[config.mk]
export PLATFORM = sky130hd
export DESIGN_NAME = row_transposition_cipher_core
export DESIGN_NICKNAME = d
export VERILOG_FILES = /design/src/rtc_pkg.sv /design/src/rtc_csr.sv /design/src/rtc_ctrl.sv /design/src/rtc_datapath.sv /design/src/row_transposition_cipher_core.sv
export VERILOG_INCLUDE_DIRS = /design/src /design/src/src
export SDC_FILE = /design/constraint.sdc
export NUM_CORES = 1
export LEC_CHECK = 0
export BUFFER_PORTS_ARGS = -buffer_cell sky130_fd_sc_hd__buf_2
export CORE_MARGIN = 4
export CORE_UTILIZATION = 25
export CTS_BUF_LIST = sky130_fd_sc_hd__clkbuf_2 sky130_fd_sc_hd__clkbuf_4 sky130_fd_sc_hd__clkbuf_8
export DETAILED_ROUTE_END_ITERATION = 7
export GPL_TIMING_DRIVEN = 0
export PLACE_DENSITY = 0.35
export SETUP_SLACK_MARGIN = 0.5
export SLEW_MARGIN = 20
export SYNTH_ARGS = -nofsm -noshare
export SYNTH_HDL_FRONTEND = slang
export SYNTH_SLANG_ARGS = --single-unit
[constraint.sdc]
create_clock -name clock -period 14.16 [get_ports clock]
set_clock_uncertainty 0.15 [all_clocks]
set_input_delay 2.124 -clock clock [delete_from_list [all_inputs] [get_ports clock]]
set_output_delay 2.124 -clock clock [all_outputs]
set_load 0.1 [all_outputs]
[src/row_transposition_cipher_core_defines.svh]
// assertion macros shared by the row transposition cipher core
`ifndef ROW_TRANSPOSITION_CIPHER_CORE_DEFINES_SVH
`define ROW_TRANSPOSITION_CIPHER_CORE_DEFINES_SVH

`ifndef SYNTHESIS
// antecedent in one cycle implies consequent in the next
`define RTC_ASSERT_NEXT(label, clk, rst, ante, cons, msg) \
   label: assert property (@(posedge clk) disable iff (rst) (ante) |=> (cons)) \
      else $error(msg);
// antecedent implies consequent in the same cycle
`define RTC_ASSERT_SAME(label, clk, rst, ante, cons, msg) \
   label: assert property (@(posedge clk) disable iff (rst) (ante) |-> (cons)) \
      else $error(msg);
`else
`define RTC_ASSERT_NEXT(label, clk, rst, ante, cons, msg)
`define RTC_ASSERT_SAME(label, clk, rst, ante, cons, msg)
`endif

`endif

[src/rtc_pkg.sv]
// types and constants shared by the row transposition cipher core
package rtc_pkg;

   // grid row count register width and its largest value
   localparam int ROW_W   = 7;
   localparam int ROW_MAX = 127;

   // padding byte for unfilled cells
   localparam logic [7:0] FILLER = 8'd45;

   // result status codes
   localparam logic [1:0] STAT_OK       = 2'd0;
   localparam logic [1:0] STAT_OVERFLOW = 2'd1;
   localparam logic [1:0] STAT_GRID     = 2'd2;
   localparam logic [1:0] STAT_EMPTY    = 2'd3;

   // register indexes
   localparam logic REG_ROW_COUNT = 1'b0;
   localparam logic REG_DECRYPT   = 1'b1;

   typedef struct packed {
      logic [7:0] in_byte;
      logic       in_last;
   } req_type;

   typedef struct packed {
      logic [7:0] out_byte;
      logic       out_last;
      logic [1:0] status;
   } rsp_type;

   typedef struct packed {
      logic [ROW_W-1:0] row_count;
      logic             decrypt;
   } cfg_type;

   // controller to datapath
   typedef struct packed {
      logic       load;
      logic       prep;
      logic       div_step;
      logic       scan_init;
      logic       scan_run;
      logic       final_emit;
      logic [1:0] final_code;
   } cmd_type;

   // datapath to controller
   typedef struct packed {
      logic div_done;
      logic overflow;
      logic grid_big;
      logic scan_empty;
      logic adv;
   } stat_type;

endpackage

[src/rtc_csr.sv]
// configuration registers behind the apb-style port
module rtc_csr (
   input  logic               clock,
   input  logic               reset,
   input  logic               csr_psel,
   input  logic               csr_penable,
   input  logic               csr_pwrite,
   input  logic [2:0]         csr_paddr,
   input  logic [31:0]        csr_pwdata,
   output logic [31:0]        csr_prdata,
   output logic               csr_pready,
   output rtc_pkg::cfg_type   cfg
);
   import rtc_pkg::*;

   logic [ROW_W-1:0] row_count_ff, row_count_in;
   logic             decrypt_ff, decrypt_in;
   logic             wr_en;

   assign csr_pready = 1'b1;
   assign wr_en      = csr_psel && csr_penable && csr_pwrite;

   // register write decode
   always_comb begin
      row_count_in = row_count_ff;
      decrypt_in   = decrypt_ff;
      if (wr_en) begin
         unique case (csr_paddr[2])
            REG_ROW_COUNT: row_count_in = csr_pwdata[ROW_W-1:0];
            REG_DECRYPT:   decrypt_in   = csr_pwdata[0];
            default:       row_count_in = row_count_ff;
         endcase
      end
   end

   always_ff @(posedge clock) begin
      if (reset) begin
         row_count_ff <= ROW_W'(1);
         decrypt_ff   <= 1'b0;
      end else begin
         row_count_ff <= row_count_in;
         decrypt_ff   <= decrypt_in;
      end
   end

   // read mux
   always_comb begin
      unique case (csr_paddr[2])
         REG_ROW_COUNT: csr_prdata = {{(32-ROW_W){1'b0}}, row_count_ff};
         REG_DECRYPT:   csr_prdata = {31'd0, decrypt_ff};
         default:       csr_prdata = 32'd0;
      endcase
   end

   assign cfg.row_count = row_count_ff;
   assign cfg.decrypt   = decrypt_ff;

endmodule

[src/rtc_ctrl.sv]
// sequencing state machine of the row transposition cipher core
module rtc_ctrl (
   input  logic               clock,
   input  logic               reset,
   input  logic               req_valid,
   input  logic               req_last,
   output logic               req_ready,
   input  rtc_pkg::stat_type  stat,
   output rtc_pkg::cmd_type   cmd
);
   import rtc_pkg::*;

   typedef enum logic [6:0] {
      ST_LOAD  = 7'b0000001,
      ST_PREP  = 7'b0000010,
      ST_DIV   = 7'b0000100,
      ST_MUL   = 7'b0001000,
      ST_CHECK = 7'b0010000,
      ST_SCAN  = 7'b0100000,
      ST_FINAL = 7'b1000000
   } phase_type;

   phase_type  state_ff, state_in;
   logic [1:0] code_ff, code_in;

   // next state and commands
   always_comb begin
      state_in  = state_ff;
      code_in   = code_ff;
      req_ready = 1'b0;
      cmd       = '0;
      cmd.final_code = code_ff;
      unique case (state_ff)
         ST_LOAD: begin
            req_ready = 1'b1;
            cmd.load  = req_valid;
            if (req_valid && req_last) begin
               state_in = ST_PREP;
            end
         end
         ST_PREP: begin
            cmd.prep = 1'b1;
            state_in = ST_DIV;
         end
         ST_DIV: begin
            cmd.div_step = 1'b1;
            if (stat.div_done) begin
               state_in = ST_MUL;
            end
         end
         ST_MUL: begin
            state_in = ST_CHECK;
         end
         ST_CHECK: begin
            if (stat.overflow) begin
               code_in  = STAT_OVERFLOW;
               state_in = ST_FINAL;
            end else if (stat.grid_big) begin
               code_in  = STAT_GRID;
               state_in = ST_FINAL;
            end else begin
               code_in       = STAT_EMPTY;
               cmd.scan_init = 1'b1;
               state_in      = ST_SCAN;
            end
         end
         ST_SCAN: begin
            cmd.scan_run = 1'b1;
            if (stat.scan_empty) begin
               state_in = ST_FINAL;
            end
         end
         ST_FINAL: begin
            cmd.final_emit = 1'b1;
            if (stat.adv) begin
               state_in = ST_LOAD;
            end
         end
         default: begin
            state_in = ST_LOAD;
         end
      endcase
   end

   always_ff @(posedge clock) begin
      if (reset) begin
         state_ff <= ST_LOAD;
         code_ff  <= STAT_OK;
      end else begin
         state_ff <= state_in;
         code_ff  <= code_in;
      end
   end

endmodule

[src/rtc_datapath.sv]
// message store, column divider, grid scan and result register
module rtc_datapath #(
   parameter int MAX_LEN = 64
) (
   input  logic               clock,
   input  logic               reset,
   input  rtc_pkg::req_type   req_data,
   input  rtc_pkg::cfg_type   cfg,
   input  rtc_pkg::cmd_type   cmd,
   output rtc_pkg::stat_type  stat,
   output logic               rsp_valid,
   input  logic               rsp_ready,
   output rtc_pkg::rsp_type   rsp_data
);
   import rtc_pkg::*;

   localparam int CNT_W  = $clog2(MAX_LEN + 1);
   localparam int ADR_W  = $clog2(MAX_LEN);
   localparam int NUM_W  = $clog2(MAX_LEN + ROW_MAX);
   localparam int DCNT_W = $clog2(NUM_W);
   localparam int IDX_W  = $clog2(MAX_LEN + ROW_MAX);
   localparam int PROD_W = ROW_W + CNT_W;

   // message store
   logic [7:0]       store_ff [MAX_LEN];
   logic [7:0]       rd_data_ff;

   logic [CNT_W-1:0] byte_cnt_ff, byte_cnt_in;
   logic             ovf_ff, ovf_in;
   logic [ROW_W-1:0] rows_ff, rows_in;
   logic             dec_ff, dec_in;

   // divider
   logic [NUM_W-1:0]  num_ff, num_in;
   logic [ROW_W-1:0]  rem_ff, rem_in;
   logic [DCNT_W-1:0] div_cnt_ff, div_cnt_in;
   logic [PROD_W-1:0] prod_ff, prod_in;

   // scan counters and pipeline
   logic [ROW_W-1:0] inner_ff, inner_in;
   logic [ROW_W-1:0] outer_ff, outer_in;
   logic [IDX_W-1:0] idx_ff, idx_in;
   logic             s0_vld_ff, s0_vld_in;
   logic             s1_vld_ff, s1_vld_in;
   logic             s1_in_ff, s1_in_in;
   logic             p_vld_ff, p_vld_in;
   logic [7:0]       p_byte_ff, p_byte_in;
   rsp_type          rsp_ff, rsp_in;
   logic             rsp_vld_ff, rsp_vld_in;

   logic             adv;
   logic             store_full;
   logic [CNT_W-1:0] cols;
   logic [ROW_W-1:0] cols_w;
   logic [ROW_W-1:0] stride;
   logic [ROW_W-1:0] inner_n;
   logic [ROW_W-1:0] outer_n;
   logic [ROW_W:0]   rem_sh;
   logic [ROW_W:0]   rem_sub;
   logic             div_ge;
   logic             cell_in;
   logic             emit_cell;
   logic             rsp_load;

   assign adv        = !rsp_vld_ff || rsp_ready;
   assign store_full = (byte_cnt_ff == CNT_W'(MAX_LEN));
   assign cols       = num_ff[CNT_W-1:0];
   assign cols_w     = ROW_W'(cols);
   assign stride     = dec_ff ? cols_w : rows_ff;
   assign inner_n    = dec_ff ? rows_ff : cols_w;
   assign outer_n    = dec_ff ? cols_w : rows_ff;

   // one restoring division step per cycle
   assign rem_sh  = {rem_ff, num_ff[NUM_W-1]};
   assign rem_sub = rem_sh - {1'b0, rows_ff};
   assign div_ge  = (rem_sh >= {1'b0, rows_ff});

   // cell in message range, and whether it yields a word
   // encrypt emits every cell, padding the unfilled ones
   assign cell_in   = (idx_ff < IDX_W'(byte_cnt_ff));
   assign emit_cell = s1_vld_ff && (!dec_ff || (s1_in_ff && (rd_data_ff != FILLER)));

   always_comb begin
      byte_cnt_in = byte_cnt_ff;
      ovf_in      = ovf_ff;
      rows_in     = rows_ff;
      dec_in      = dec_ff;
      num_in      = num_ff;
      rem_in      = rem_ff;
      div_cnt_in  = div_cnt_ff;
      prod_in     = PROD_W'(rows_ff) * PROD_W'(cols);
      inner_in    = inner_ff;
      outer_in    = outer_ff;
      idx_in      = idx_ff;
      s0_vld_in   = s0_vld_ff;
      s1_vld_in   = s1_vld_ff;
      s1_in_in    = s1_in_ff;
      p_vld_in    = p_vld_ff;
      p_byte_in   = p_byte_ff;
      rsp_in      = rsp_ff;
      rsp_load    = 1'b0;

      // byte load, settings captured at the last byte
      if (cmd.load) begin
         if (!store_full) begin
            byte_cnt_in = byte_cnt_ff + CNT_W'(1);
         end else begin
            ovf_in = 1'b1;
         end
         if (req_data.in_last) begin
            rows_in = (cfg.row_count == '0) ? ROW_W'(1) : cfg.row_count;
            dec_in  = cfg.decrypt;
         end
      end

      // column count as ceil(length / rows)
      if (cmd.prep) begin
         num_in     = NUM_W'(byte_cnt_ff) + NUM_W'(rows_ff) - NUM_W'(1);
         rem_in     = '0;
         div_cnt_in = '0;
      end
      if (cmd.div_step) begin
         rem_in     = div_ge ? rem_sub[ROW_W-1:0] : rem_sh[ROW_W-1:0];
         num_in     = {num_ff[NUM_W-2:0], div_ge};
         div_cnt_in = div_cnt_ff + DCNT_W'(1);
      end

      // grid scan start
      if (cmd.scan_init) begin
         inner_in  = '0;
         outer_in  = '0;
         idx_in    = '0;
         s0_vld_in = 1'b1;
         s1_vld_in = 1'b0;
         p_vld_in  = 1'b0;
      end

      // scan step: address, store read, pending word
      if (cmd.scan_run && adv) begin
         s1_vld_in = s0_vld_ff;
         s1_in_in  = cell_in;
         if (s0_vld_ff) begin
            if (inner_ff == inner_n - ROW_W'(1)) begin
               inner_in = '0;
               if (outer_ff == outer_n - ROW_W'(1)) begin
                  s0_vld_in = 1'b0;
               end else begin
                  outer_in = outer_ff + ROW_W'(1);
                  idx_in   = IDX_W'(outer_ff) + IDX_W'(1);
               end
            end else begin
               inner_in = inner_ff + ROW_W'(1);
               idx_in   = idx_ff + IDX_W'(stride);
            end
         end
         if (emit_cell) begin
            p_byte_in = s1_in_ff ? rd_data_ff : FILLER;
            p_vld_in  = 1'b1;
            if (p_vld_ff) begin
               rsp_in   = '{out_byte: p_byte_ff, out_last: 1'b0, status: STAT_OK};
               rsp_load = 1'b1;
            end
         end
      end

      // closing word of the run
      if (cmd.final_emit && adv) begin
         if (p_vld_ff) begin
            rsp_in = '{out_byte: p_byte_ff, out_last: 1'b1, status: STAT_OK};
         end else begin
            rsp_in = '{out_byte: 8'd0, out_last: 1'b1, status: cmd.final_code};
         end
         rsp_load    = 1'b1;
         p_vld_in    = 1'b0;
         byte_cnt_in = '0;
         ovf_in      = 1'b0;
      end

      rsp_vld_in = rsp_load || (rsp_vld_ff && !rsp_ready);
   end

   // store write and registered read
   always_ff @(posedge clock) begin
      if (cmd.load && !store_full) begin
         store_ff[byte_cnt_ff[ADR_W-1:0]] <= req_data.in_byte;
      end
      if (adv) begin
         rd_data_ff <= store_ff[idx_ff[ADR_W-1:0]];
      end
   end

   // control registers
   always_ff @(posedge clock) begin
      if (reset) begin
         byte_cnt_ff <= '0;
         ovf_ff      <= 1'b0;
         s0_vld_ff   <= 1'b0;
         s1_vld_ff   <= 1'b0;
         p_vld_ff    <= 1'b0;
         rsp_vld_ff  <= 1'b0;
      end else begin
         byte_cnt_ff <= byte_cnt_in;
         ovf_ff      <= ovf_in;
         s0_vld_ff   <= s0_vld_in;
         s1_vld_ff   <= s1_vld_in;
         p_vld_ff    <= p_vld_in;
         rsp_vld_ff  <= rsp_vld_in;
      end
   end

   // payload registers
   always_ff @(posedge clock) begin
      rows_ff    <= rows_in;
      dec_ff     <= dec_in;
      num_ff     <= num_in;
      rem_ff     <= rem_in;
      div_cnt_ff <= div_cnt_in;
      prod_ff    <= prod_in;
      inner_ff   <= inner_in;
      outer_ff   <= outer_in;
      idx_ff     <= idx_in;
      s1_in_ff   <= s1_in_in;
      p_byte_ff  <= p_byte_in;
      rsp_ff     <= rsp_in;
   end

   assign stat.div_done   = (div_cnt_ff == DCNT_W'(NUM_W - 1));
   assign stat.overflow   = ovf_ff;
   assign stat.grid_big   = !dec_ff && (prod_ff > PROD_W'(MAX_LEN));
   assign stat.scan_empty = !s0_vld_ff && !s1_vld_ff;
   assign stat.adv        = adv;

   assign rsp_valid = rsp_vld_ff;
   assign rsp_data  = rsp_ff;

endmodule

[src/row_transposition_cipher_core.sv]
// top level of the row transposition cipher core: csr, controller, datapath
// loading takes one input word per cycle; the last word starts setup, the column
// count divider and the check, then, if it passes, a scan of all rows * columns
// grid cells, one per cycle unless the output stalls, then the closing word
// reset is synchronous, active high: control state cleared, row_count 1, encrypt
// mode; the message store is not cleared and needs no clearing pass
`include "row_transposition_cipher_core_defines.svh"

module row_transposition_cipher_core #(
   parameter int MAX_LEN = 64
) (
   input  logic              clock,
   input  logic              reset,
   input  logic              req_valid,
   output logic              req_ready,
   input  rtc_pkg::req_type  req_data,
   output logic              rsp_valid,
   input  logic              rsp_ready,
   output rtc_pkg::rsp_type  rsp_data,
   input  logic              csr_psel,
   input  logic              csr_penable,
   input  logic              csr_pwrite,
   input  logic [2:0]        csr_paddr,
   input  logic [31:0]       csr_pwdata,
   output logic [31:0]       csr_prdata,
   output logic              csr_pready
);
   import rtc_pkg::*;

   cfg_type  cfg;
   cmd_type  cmd;
   stat_type stat;

   // configuration registers
   rtc_csr u_csr (
      .clock       (clock),
      .reset       (reset),
      .csr_psel    (csr_psel),
      .csr_penable (csr_penable),
      .csr_pwrite  (csr_pwrite),
      .csr_paddr   (csr_paddr),
      .csr_pwdata  (csr_pwdata),
      .csr_prdata  (csr_prdata),
      .csr_pready  (csr_pready),
      .cfg         (cfg)
   );

   // sequencer
   rtc_ctrl u_ctrl (
      .clock     (clock),
      .reset     (reset),
      .req_valid (req_valid),
      .req_last  (req_data.in_last),
      .req_ready (req_ready),
      .stat      (stat),
      .cmd       (cmd)
   );

   // store, divider and scan
   rtc_datapath #(
      .MAX_LEN (MAX_LEN)
   ) u_datapath (
      .clock     (clock),
      .reset     (reset),
      .req_data  (req_data),
      .cfg       (cfg),
      .cmd       (cmd),
      .stat      (stat),
      .rsp_valid (rsp_valid),
      .rsp_ready (rsp_ready),
      .rsp_data  (rsp_data)
   );

   // checks
   `RTC_ASSERT_NEXT(a_last_stops_load, clock, reset, req_valid && req_ready && req_data.in_last, !req_ready, "input still taken after last word")
   `RTC_ASSERT_NEXT(a_prep_then_div, clock, reset, cmd.prep, cmd.div_step, "divider not stepped after setup")
   `RTC_ASSERT_NEXT(a_final_word, clock, reset, cmd.final_emit && stat.adv, rsp_valid && rsp_data.out_last, "closing word not presented")
   `RTC_ASSERT_SAME(a_error_is_last, clock, reset, rsp_valid && (rsp_data.status != STAT_OK), rsp_data.out_last && (rsp_data.out_byte == 8'd0), "error word malformed")

endmodule
==> results.ini, run 1 <==
[synth]
ys_types = 76
synth_xor_area_share_pct = 1.506
synth_edf_count = 566
synth_mux_area_share_pct = 14.48
synth_compound_area_share_pct = 3.630
yosys.area_share.simple_pct = 6.804
synth-seq-area-share_pct = 65.55
synth_area_mm2 = 0.02792
synth_cells = 1662
synth_fa_ha_area_share_pct = 5.208
async_flop_share_pct = 0
synth_top_family_by_area = multiplexers
ys.flop_type = edfxtp_1
synth-seq-cells = 631
synth_area_per_cell_um2 = 16.80
ys_warn_count = 0

[worst_setup_path]
crit_arrival_ns = 3.07
worstPathMaxFanout = 9
start_kind = input pin
required_ns = 11.89
crit_path_end_kind = output pin
worstSetupPathType = in -> out

[timing]
rsz0062_at_grt = no
hold_violations = 0
drv_slew = 0
finalSetupViolations = 0
relSlewSlack_pct = 25.38
worst_pin_slew_ns = 1.116
fin_crit_sh_pct = 37.73
timing.fmax_mhz = 187.2
period_needed_ns = 5.342
fin_setup_tns_ns = 0
holdWs_ns = 0.3244

[global_routing]
grt_pass1_vias = 15860
grt_pass1_wl_mm = 114.2
grt_usage_pct = 13.45
grt-ovfl-total = 0
grt_start_max_net_pins = 65
antenna_found_initial = 2

[route]
dr.pass1.iters = 5
final_antenna_net_count = 0
wl_per_cell_um = 23.08
dr_total_vias = 15140
viasPerCell = 4.423
drt_wl_total_mm = 78.98
drtIter0Drc = 988
drcViolationCount = 0

[place]
placed_area_mm2 = 0.03012
place_hpwl_mm = 52.83
io_buffer_count = 41
gp_congestion = 0.7493

[power]
p_seq_share_pct = 49.5
power_density_mw_per_mm2 = 131.1
power.switching_mw = 1.108
combPwrFrac_pct = 11.5
clockPowerShare_pct = 39.1
power.internal_mw = 3.124
power.share.switching_pct = 26.17
power.leakage_nw = 10.61
peakVddDrop_mv = 0.06767
power_mw = 4.232

[floorplan]
rows = 122
die-area_mm2 = 0.1171
die_h_um = 342.2
die_width_um = 342.2
ios = 97
design.core.area_mm2 = 0.1108
initial_core_util_pct = 25.19

[cts]
clk_pin_slew_ns = 0.06
htreeDepth = 3
tritoncts = yes
cts_resized = 0
clk_latency_ns = 0.74
clkSinkCount = 631
clock_path_buffers = 3
cts_inserted_buffers = 111
cts_root_buffer = clkbuf_8
postCtsSetupBuffers = 0
cts_hold_buf = 0

[finish]
final_cell_mix = edfxtp_1, mux4_2, nor2_1, clkbuf_8, ha_1
drive_gt1_share_pct = 23.19
final_util_pct = 29.12
nNetsFinal = 1992
final_common_cell = edfxtp_1
postLayoutCellArea_mm2 = 0.03228
syn2layout_area_growth_pct = 15.62

[min_path]
min_path_type = reg -> reg

[outcome]
status = finished clean

[flow_run]
drv_cap = 0

==> cell usage after synthesis (all sizes together) (27+ instances only) <==
library cell  instances  share of area [%]
a21oi                35               0.64
clkbuf               59               0.79
ha                   73                3.3
mux4                168                 14
nand3                28               0.50
and2                 52                1.2
nand2                46               0.62
buf                  47                1.1
dfxtp                65                4.7
edfxtp              566                 61
xnor2                32                1.0
inv                  67               0.90
nor2                119                1.6
fa                   27                1.9
==> worst paths after layout <==
path	start	depth (start not counted)	slack, ns	to
max	csr_paddr[2]	3	8.82	csr_prdata[0]
min	u_csr.decrypt_ff	0	0.32	u_datapath.dec_ff
max reg2reg	u_datapath.num_ff[1]	18	9.09	u_datapath.prod_ff[13]
min reg2reg	u_csr.decrypt_ff	0	0.32	u_datapath.dec_ff
==> worst max-delay path, cell delays in order <==
cell and delay, ns:
clkbuf_1 0.27, mux2_2 0.38, buf_2 0.29
==> registers in the layout, indices dropped and copies added (netlist names), 8 cells and up <==
signal,count
u_datapath.num_ff,8
u_datapath.prod_ff,14
u_datapath.store_ff,512
u_datapath.rsp_data,11
u_datapath.idx_ff,8
u_datapath.rd_data_ff,8
u_datapath.p_byte_ff,8
==> metrics by stage <==
step / cells / worst slack, ns
2_1_floorplan: 1686 / 8.238
3_3_place_gp: 3215 / 8.809
3_5_place_dp: 3216 / 8.808
4_1_cts: 3420 / 8.806
5_1_grt: 3421 / 8.752
6_report: 3422 / 8.818
==> routing by layer <==
layer  global-route usage [%]  wire length (um)  vias to the layer above
li1                         -                 -                     6793
met1                    17.99             35570                     7921
met2                    22.77             38840                      301
met3                    2.124              2798                      121
met4                    3.543              1773                        0
met5                        0                 0                        -
==> power by group through the flow <==
stage                     clock [mW]  sequential (mW)  combinational, mW
after floorplan                    0             2.13              0.344
after global placement             0             2.13              0.491
after detailed placement           0             2.13              0.494
after CTS                       1.72             2.09              0.499
after global routing            1.81             2.10              0.546
final                           1.65             2.09              0.485
==> area by class of cell <==
class	count	area, um2
clock inverters	44	229.0
well taps	1488	1862
repair buffers	42	240.2
clock buffers	160	1914
flip-flops and latches	631	18300
diodes	2	5.005
fillers	11280	78550
plain buffers	106	530.5
inverters	69	259.0
multi-input cells	880	8939
==> cell families (layout without fill, tap and decap cells) <==
logic type	count (synthesis)	in the layout
DFF	631	631
muxes	193	193
AOI/OAI and AO/OA	146	146
other	2	28
xor gates and xnor gates	48	48
buffers and inverters	175	421
adders and majority gates	100	100
and+or+nand+nor	367	367
No activity file was read; power rests on OpenSTA's default activity.
==> run 2: changes to the inputs <==
--- a/config.mk
+++ b/config.mk
@@ -6,13 +6,14 @@
 export SDC_FILE = /design/constraint.sdc
 export NUM_CORES = 1
 export LEC_CHECK = 0
+export ABC_AREA = 1
 export BUFFER_PORTS_ARGS = -buffer_cell sky130_fd_sc_hd__buf_2
 export CORE_MARGIN = 4
 export CORE_UTILIZATION = 25
 export CTS_BUF_LIST = sky130_fd_sc_hd__clkbuf_2 sky130_fd_sc_hd__clkbuf_4 sky130_fd_sc_hd__clkbuf_8
 export DETAILED_ROUTE_END_ITERATION = 7
 export GPL_TIMING_DRIVEN = 0
-export PLACE_DENSITY = 0.35
+export PLACE_DENSITY = 0.36
 export SETUP_SLACK_MARGIN = 0.5
 export SLEW_MARGIN = 20
 export SYNTH_ARGS = -nofsm -noshare
==> constraint.sdc (replaced) <==
create_clock -name clock -period 4.4 [get_ports clock]
set_clock_uncertainty 0.15 [all_clocks]
set_input_delay 0.66 -clock clock [delete_from_list [all_inputs] [get_ports clock]]
set_output_delay 0.66 -clock clock [all_outputs]
set_load 0.1 [all_outputs]
==> results.ini, run 2 <==
[place]
place_hpwl_mm = 78.92  ; +49%
placed_area_mm2 = 0.03126  ; +3.8%
dp.cells = 4217  ; +31%
io_buffer_count = 41  ; unchanged
gp_congestion = 0.9569  ; +28%

[route]
final_antenna_net_count = 0  ; unchanged
dr_total_vias = 21460  ; +42%
drcViolationCount = 0  ; unchanged
drtIter0Drc = 1900  ; +92%
drt_wl_total_mm = 113.6  ; +44%
viasPerCell = 4.829  ; +9.2%
dr.pass1.iters = 6  ; +1
wl_per_cell_um = 25.56  ; +11%

[timing]
period_needed_ns = 4.148
drv_slew = 0  ; unchanged
rsz0062_at_grt = yes
relSlewSlack_pct = 21.32  ; -4.1 points
holdWs_ns = 0.1504  ; -0.1741 ns
fin_crit_sh_pct = 94.28
finalSetupViolations = 0  ; unchanged
hold_violations = 0  ; unchanged
worst_pin_slew_ns = 1.180  ; +0.06400 ns
timing.fmax_mhz = 241.1

[global_routing]
grt_pass1_wl_mm = 158.1  ; +38%
antenna_found_initial = 5  ; +3
grt_usage_pct = 18.33  ; +4.9 points
grt_pass1_vias = 21000  ; +32%
grt-ovfl-total = 0  ; unchanged
grt_start_max_net_pins = 65  ; unchanged

[worst_setup_path]
required_ns = 4.92  ; -6.97 ns
crit_arrival_ns = 4.67  ; +1.60 ns
worstPathMaxFanout = 4  ; -5
critical-path-max-stage-delay_ns = 0.54  ; +0.16 ns
crit_chain = buf_6 -> nand2_2 -> inv_2 -> fa_1 -> inv_2 -> fa_1 -> inv_1 -> fa_1 -> inv_1 -> fa_1 -> inv_2 -> ha_4 -> inv_2 -> nor4_2 -> nand2_1 -> o311ai_4 -> nand3_2 -> o21ai_2 -> xor2_1
crit_path_end_kind = register
start_kind = register
regToRegSetupSlack_ns = 0.25  ; -8.84 ns
cp_top_family = adder cells
slowest_stage = fa_1
cp_num_buf_inv = 7  ; +5
worstSetupPathType = reg -> reg

[finish]
fillers = 11840  ; +5.0%
layoutNonFillerInstCount = 4443  ; +30%
drive_gt1_share_pct = 16.40  ; -6.8 points
final_cell_mix = edfxtp_1, nor2_1, o21ai_0, nand2_1, inv_1
largest_reg_flops = 512  ; unchanged
nNetsFinal = 2994  ; +50%
final_common_cell = edfxtp_1
postLayoutCellArea_mm2 = 0.03414  ; +5.8%
syn2layout_area_growth_pct = 18.38

[synth]
synth-seq-cells = 631  ; unchanged
ys_warn_count = 0  ; unchanged
synth_area_leaders = edfxtp_1, o21ai_0, nor2_1
synth_commonest_cells = edfxtp_1, nor2_1, o21ai_0, nand2_1, inv_1
async_flop_share_pct = 0  ; unchanged
synth_area_per_cell_um2 = 10.96  ; -35%
yosysTopAreaCellShare_pct = 58.94  ; -1.9 points
synth_edf_count = 566  ; unchanged
synth-seq-area-share_pct = 63.45  ; -2.1 points
ys.flop_type = edfxtp_1
ys_types = 54  ; -29%
yosysMostFrequentCell = edfxtp_1
synth_cells = 2632  ; +58%
synth_largest_area_cell = edfxtp_1
synth_area_mm2 = 0.02884  ; +3.3%

[min_path]
min_path_type = in -> reg

[power]
power_mw = 16.70  ; +290%
power_density_mw_per_mm2 = 489.1  ; +270%
peakVddDrop_mv = 0.2778  ; +310%
power.leakage_nw = 12.32  ; +16%

[cts]
tritoncts = yes
clk_pin_slew_ns = 0.06  ; about the same
cts_inserted_buffers = 114  ; +2.7%
htreeDepth = 3  ; unchanged
cts_root_buffer = clkbuf_8
clk_latency_ns = 0.76  ; +0.02 ns
clock_path_buffers = 3  ; unchanged
clkSinkCount = 631  ; unchanged

[floorplan]
initial_core_util_pct = 25.19  ; about the same
design.core.area_mm2 = 0.1145  ; +3.3%
rows = 124  ; +1.6%
ios = 97  ; unchanged
die_h_um = 347.6  ; +1.6%
die_width_um = 347.6  ; +1.6%
die-area_mm2 = 0.1209  ; +3.2%

[flow_run]
drv_cap = 0  ; unchanged

[outcome]
status = finished clean

## run 2: kinds of logic after synthesis
logic type	synth area share, %
buffers and inverters	5.649
XOR/XNOR	1.033
adder cells (fa/ha/maj)	5.041
AND/OR/NAND/NOR	12.42
flip-flops	63.45
AO/OA/AOI/OAI	12.38
other	0.02604
## run 2: per-stage QoR
stage	TNS (ns)	setup slack (ns)	utilization, %
floorplan	0	0.3644	-
global placement	-0.001857	-0.001857	27.13
detailed placement	0	0.005110	27.30
CTS	0	0.1845	29.62
global route	0	0.03264	29.81
finish	0	0.2518	29.82
## run 2: layout make-up
type | instances | area, um2 | area share [%]
Timing Repair Buffer | 71 | 525.5 | 1.539
Antenna cell | 4 | 10.01 | 0.02932
Clock inverter | 40 | 385.4 | 1.129
Inverter | 212 | 800.8 | 2.346
Clock buffer | 160 | 1927 | 5.644
Tap cell | 1512 | 1892 | 5.541
Buffer | 171 | 892.1 | 2.613
Sequential cell | 631 | 18300 | 53.60
Multi-Input combinational cell | 1642 | 9408 | 27.56
## run 2: timing repair
item                                   CTS  global route
endpoints found under the hold margin    8             0
hold buffers                             9             0
gates resized for setup                 63            44
pin swaps                                9             8
setup endpoints to repair              337           344
buffers inserted                         8             5
## run 2: worst reg2reg max path, stage by stage (launching register included)
cell      delay [ns]
edfxtp_1        0.38
buf_6           0.14
nand2_2         0.06
inv_2           0.04
fa_1            0.54
inv_2           0.04
fa_1            0.49
inv_1           0.05
fa_1            0.48
inv_1           0.05
fa_1            0.49
inv_2           0.05
ha_4            0.28
inv_2           0.04
nor4_2          0.13
nand2_1         0.12
o311ai_4        0.09
nand3_2         0.13
o21ai_2         0.16
xor2_1          0.16
## run 2: routing by layer
metal  wire, um  part of all wire [%]  up-vias  global-route usage (%)
met2      51890                    46      720                   29.44
met4       3464                   3.1        0                   5.985
li1           -                     -     9655                       -
met1      51730                    46    10910                   25.44
met5          0                     0        -                       0
met3       6483                   5.7      176                   2.798
## run 2: power breakdown
part	switching, mW	internal [mW]
combinational	2.69	1.39
sequential	0.0838	6.78
clock	2.54	3.22
total	5.31	11.4
## run 2: path summary, 6_finish.rpt
check / start / to / depth (start not counted)
worst max-delay path: u_datapath.num_ff[3] / u_datapath.prod_ff[13] / 19
worst min-delay path: rsp_ready / u_ctrl.state_ff[6] / 4
worst min register to register: u_csr.decrypt_ff / u_datapath.dec_ff / 0
worst max register to register: u_datapath.num_ff[3] / u_datapath.prod_ff[13] / 19
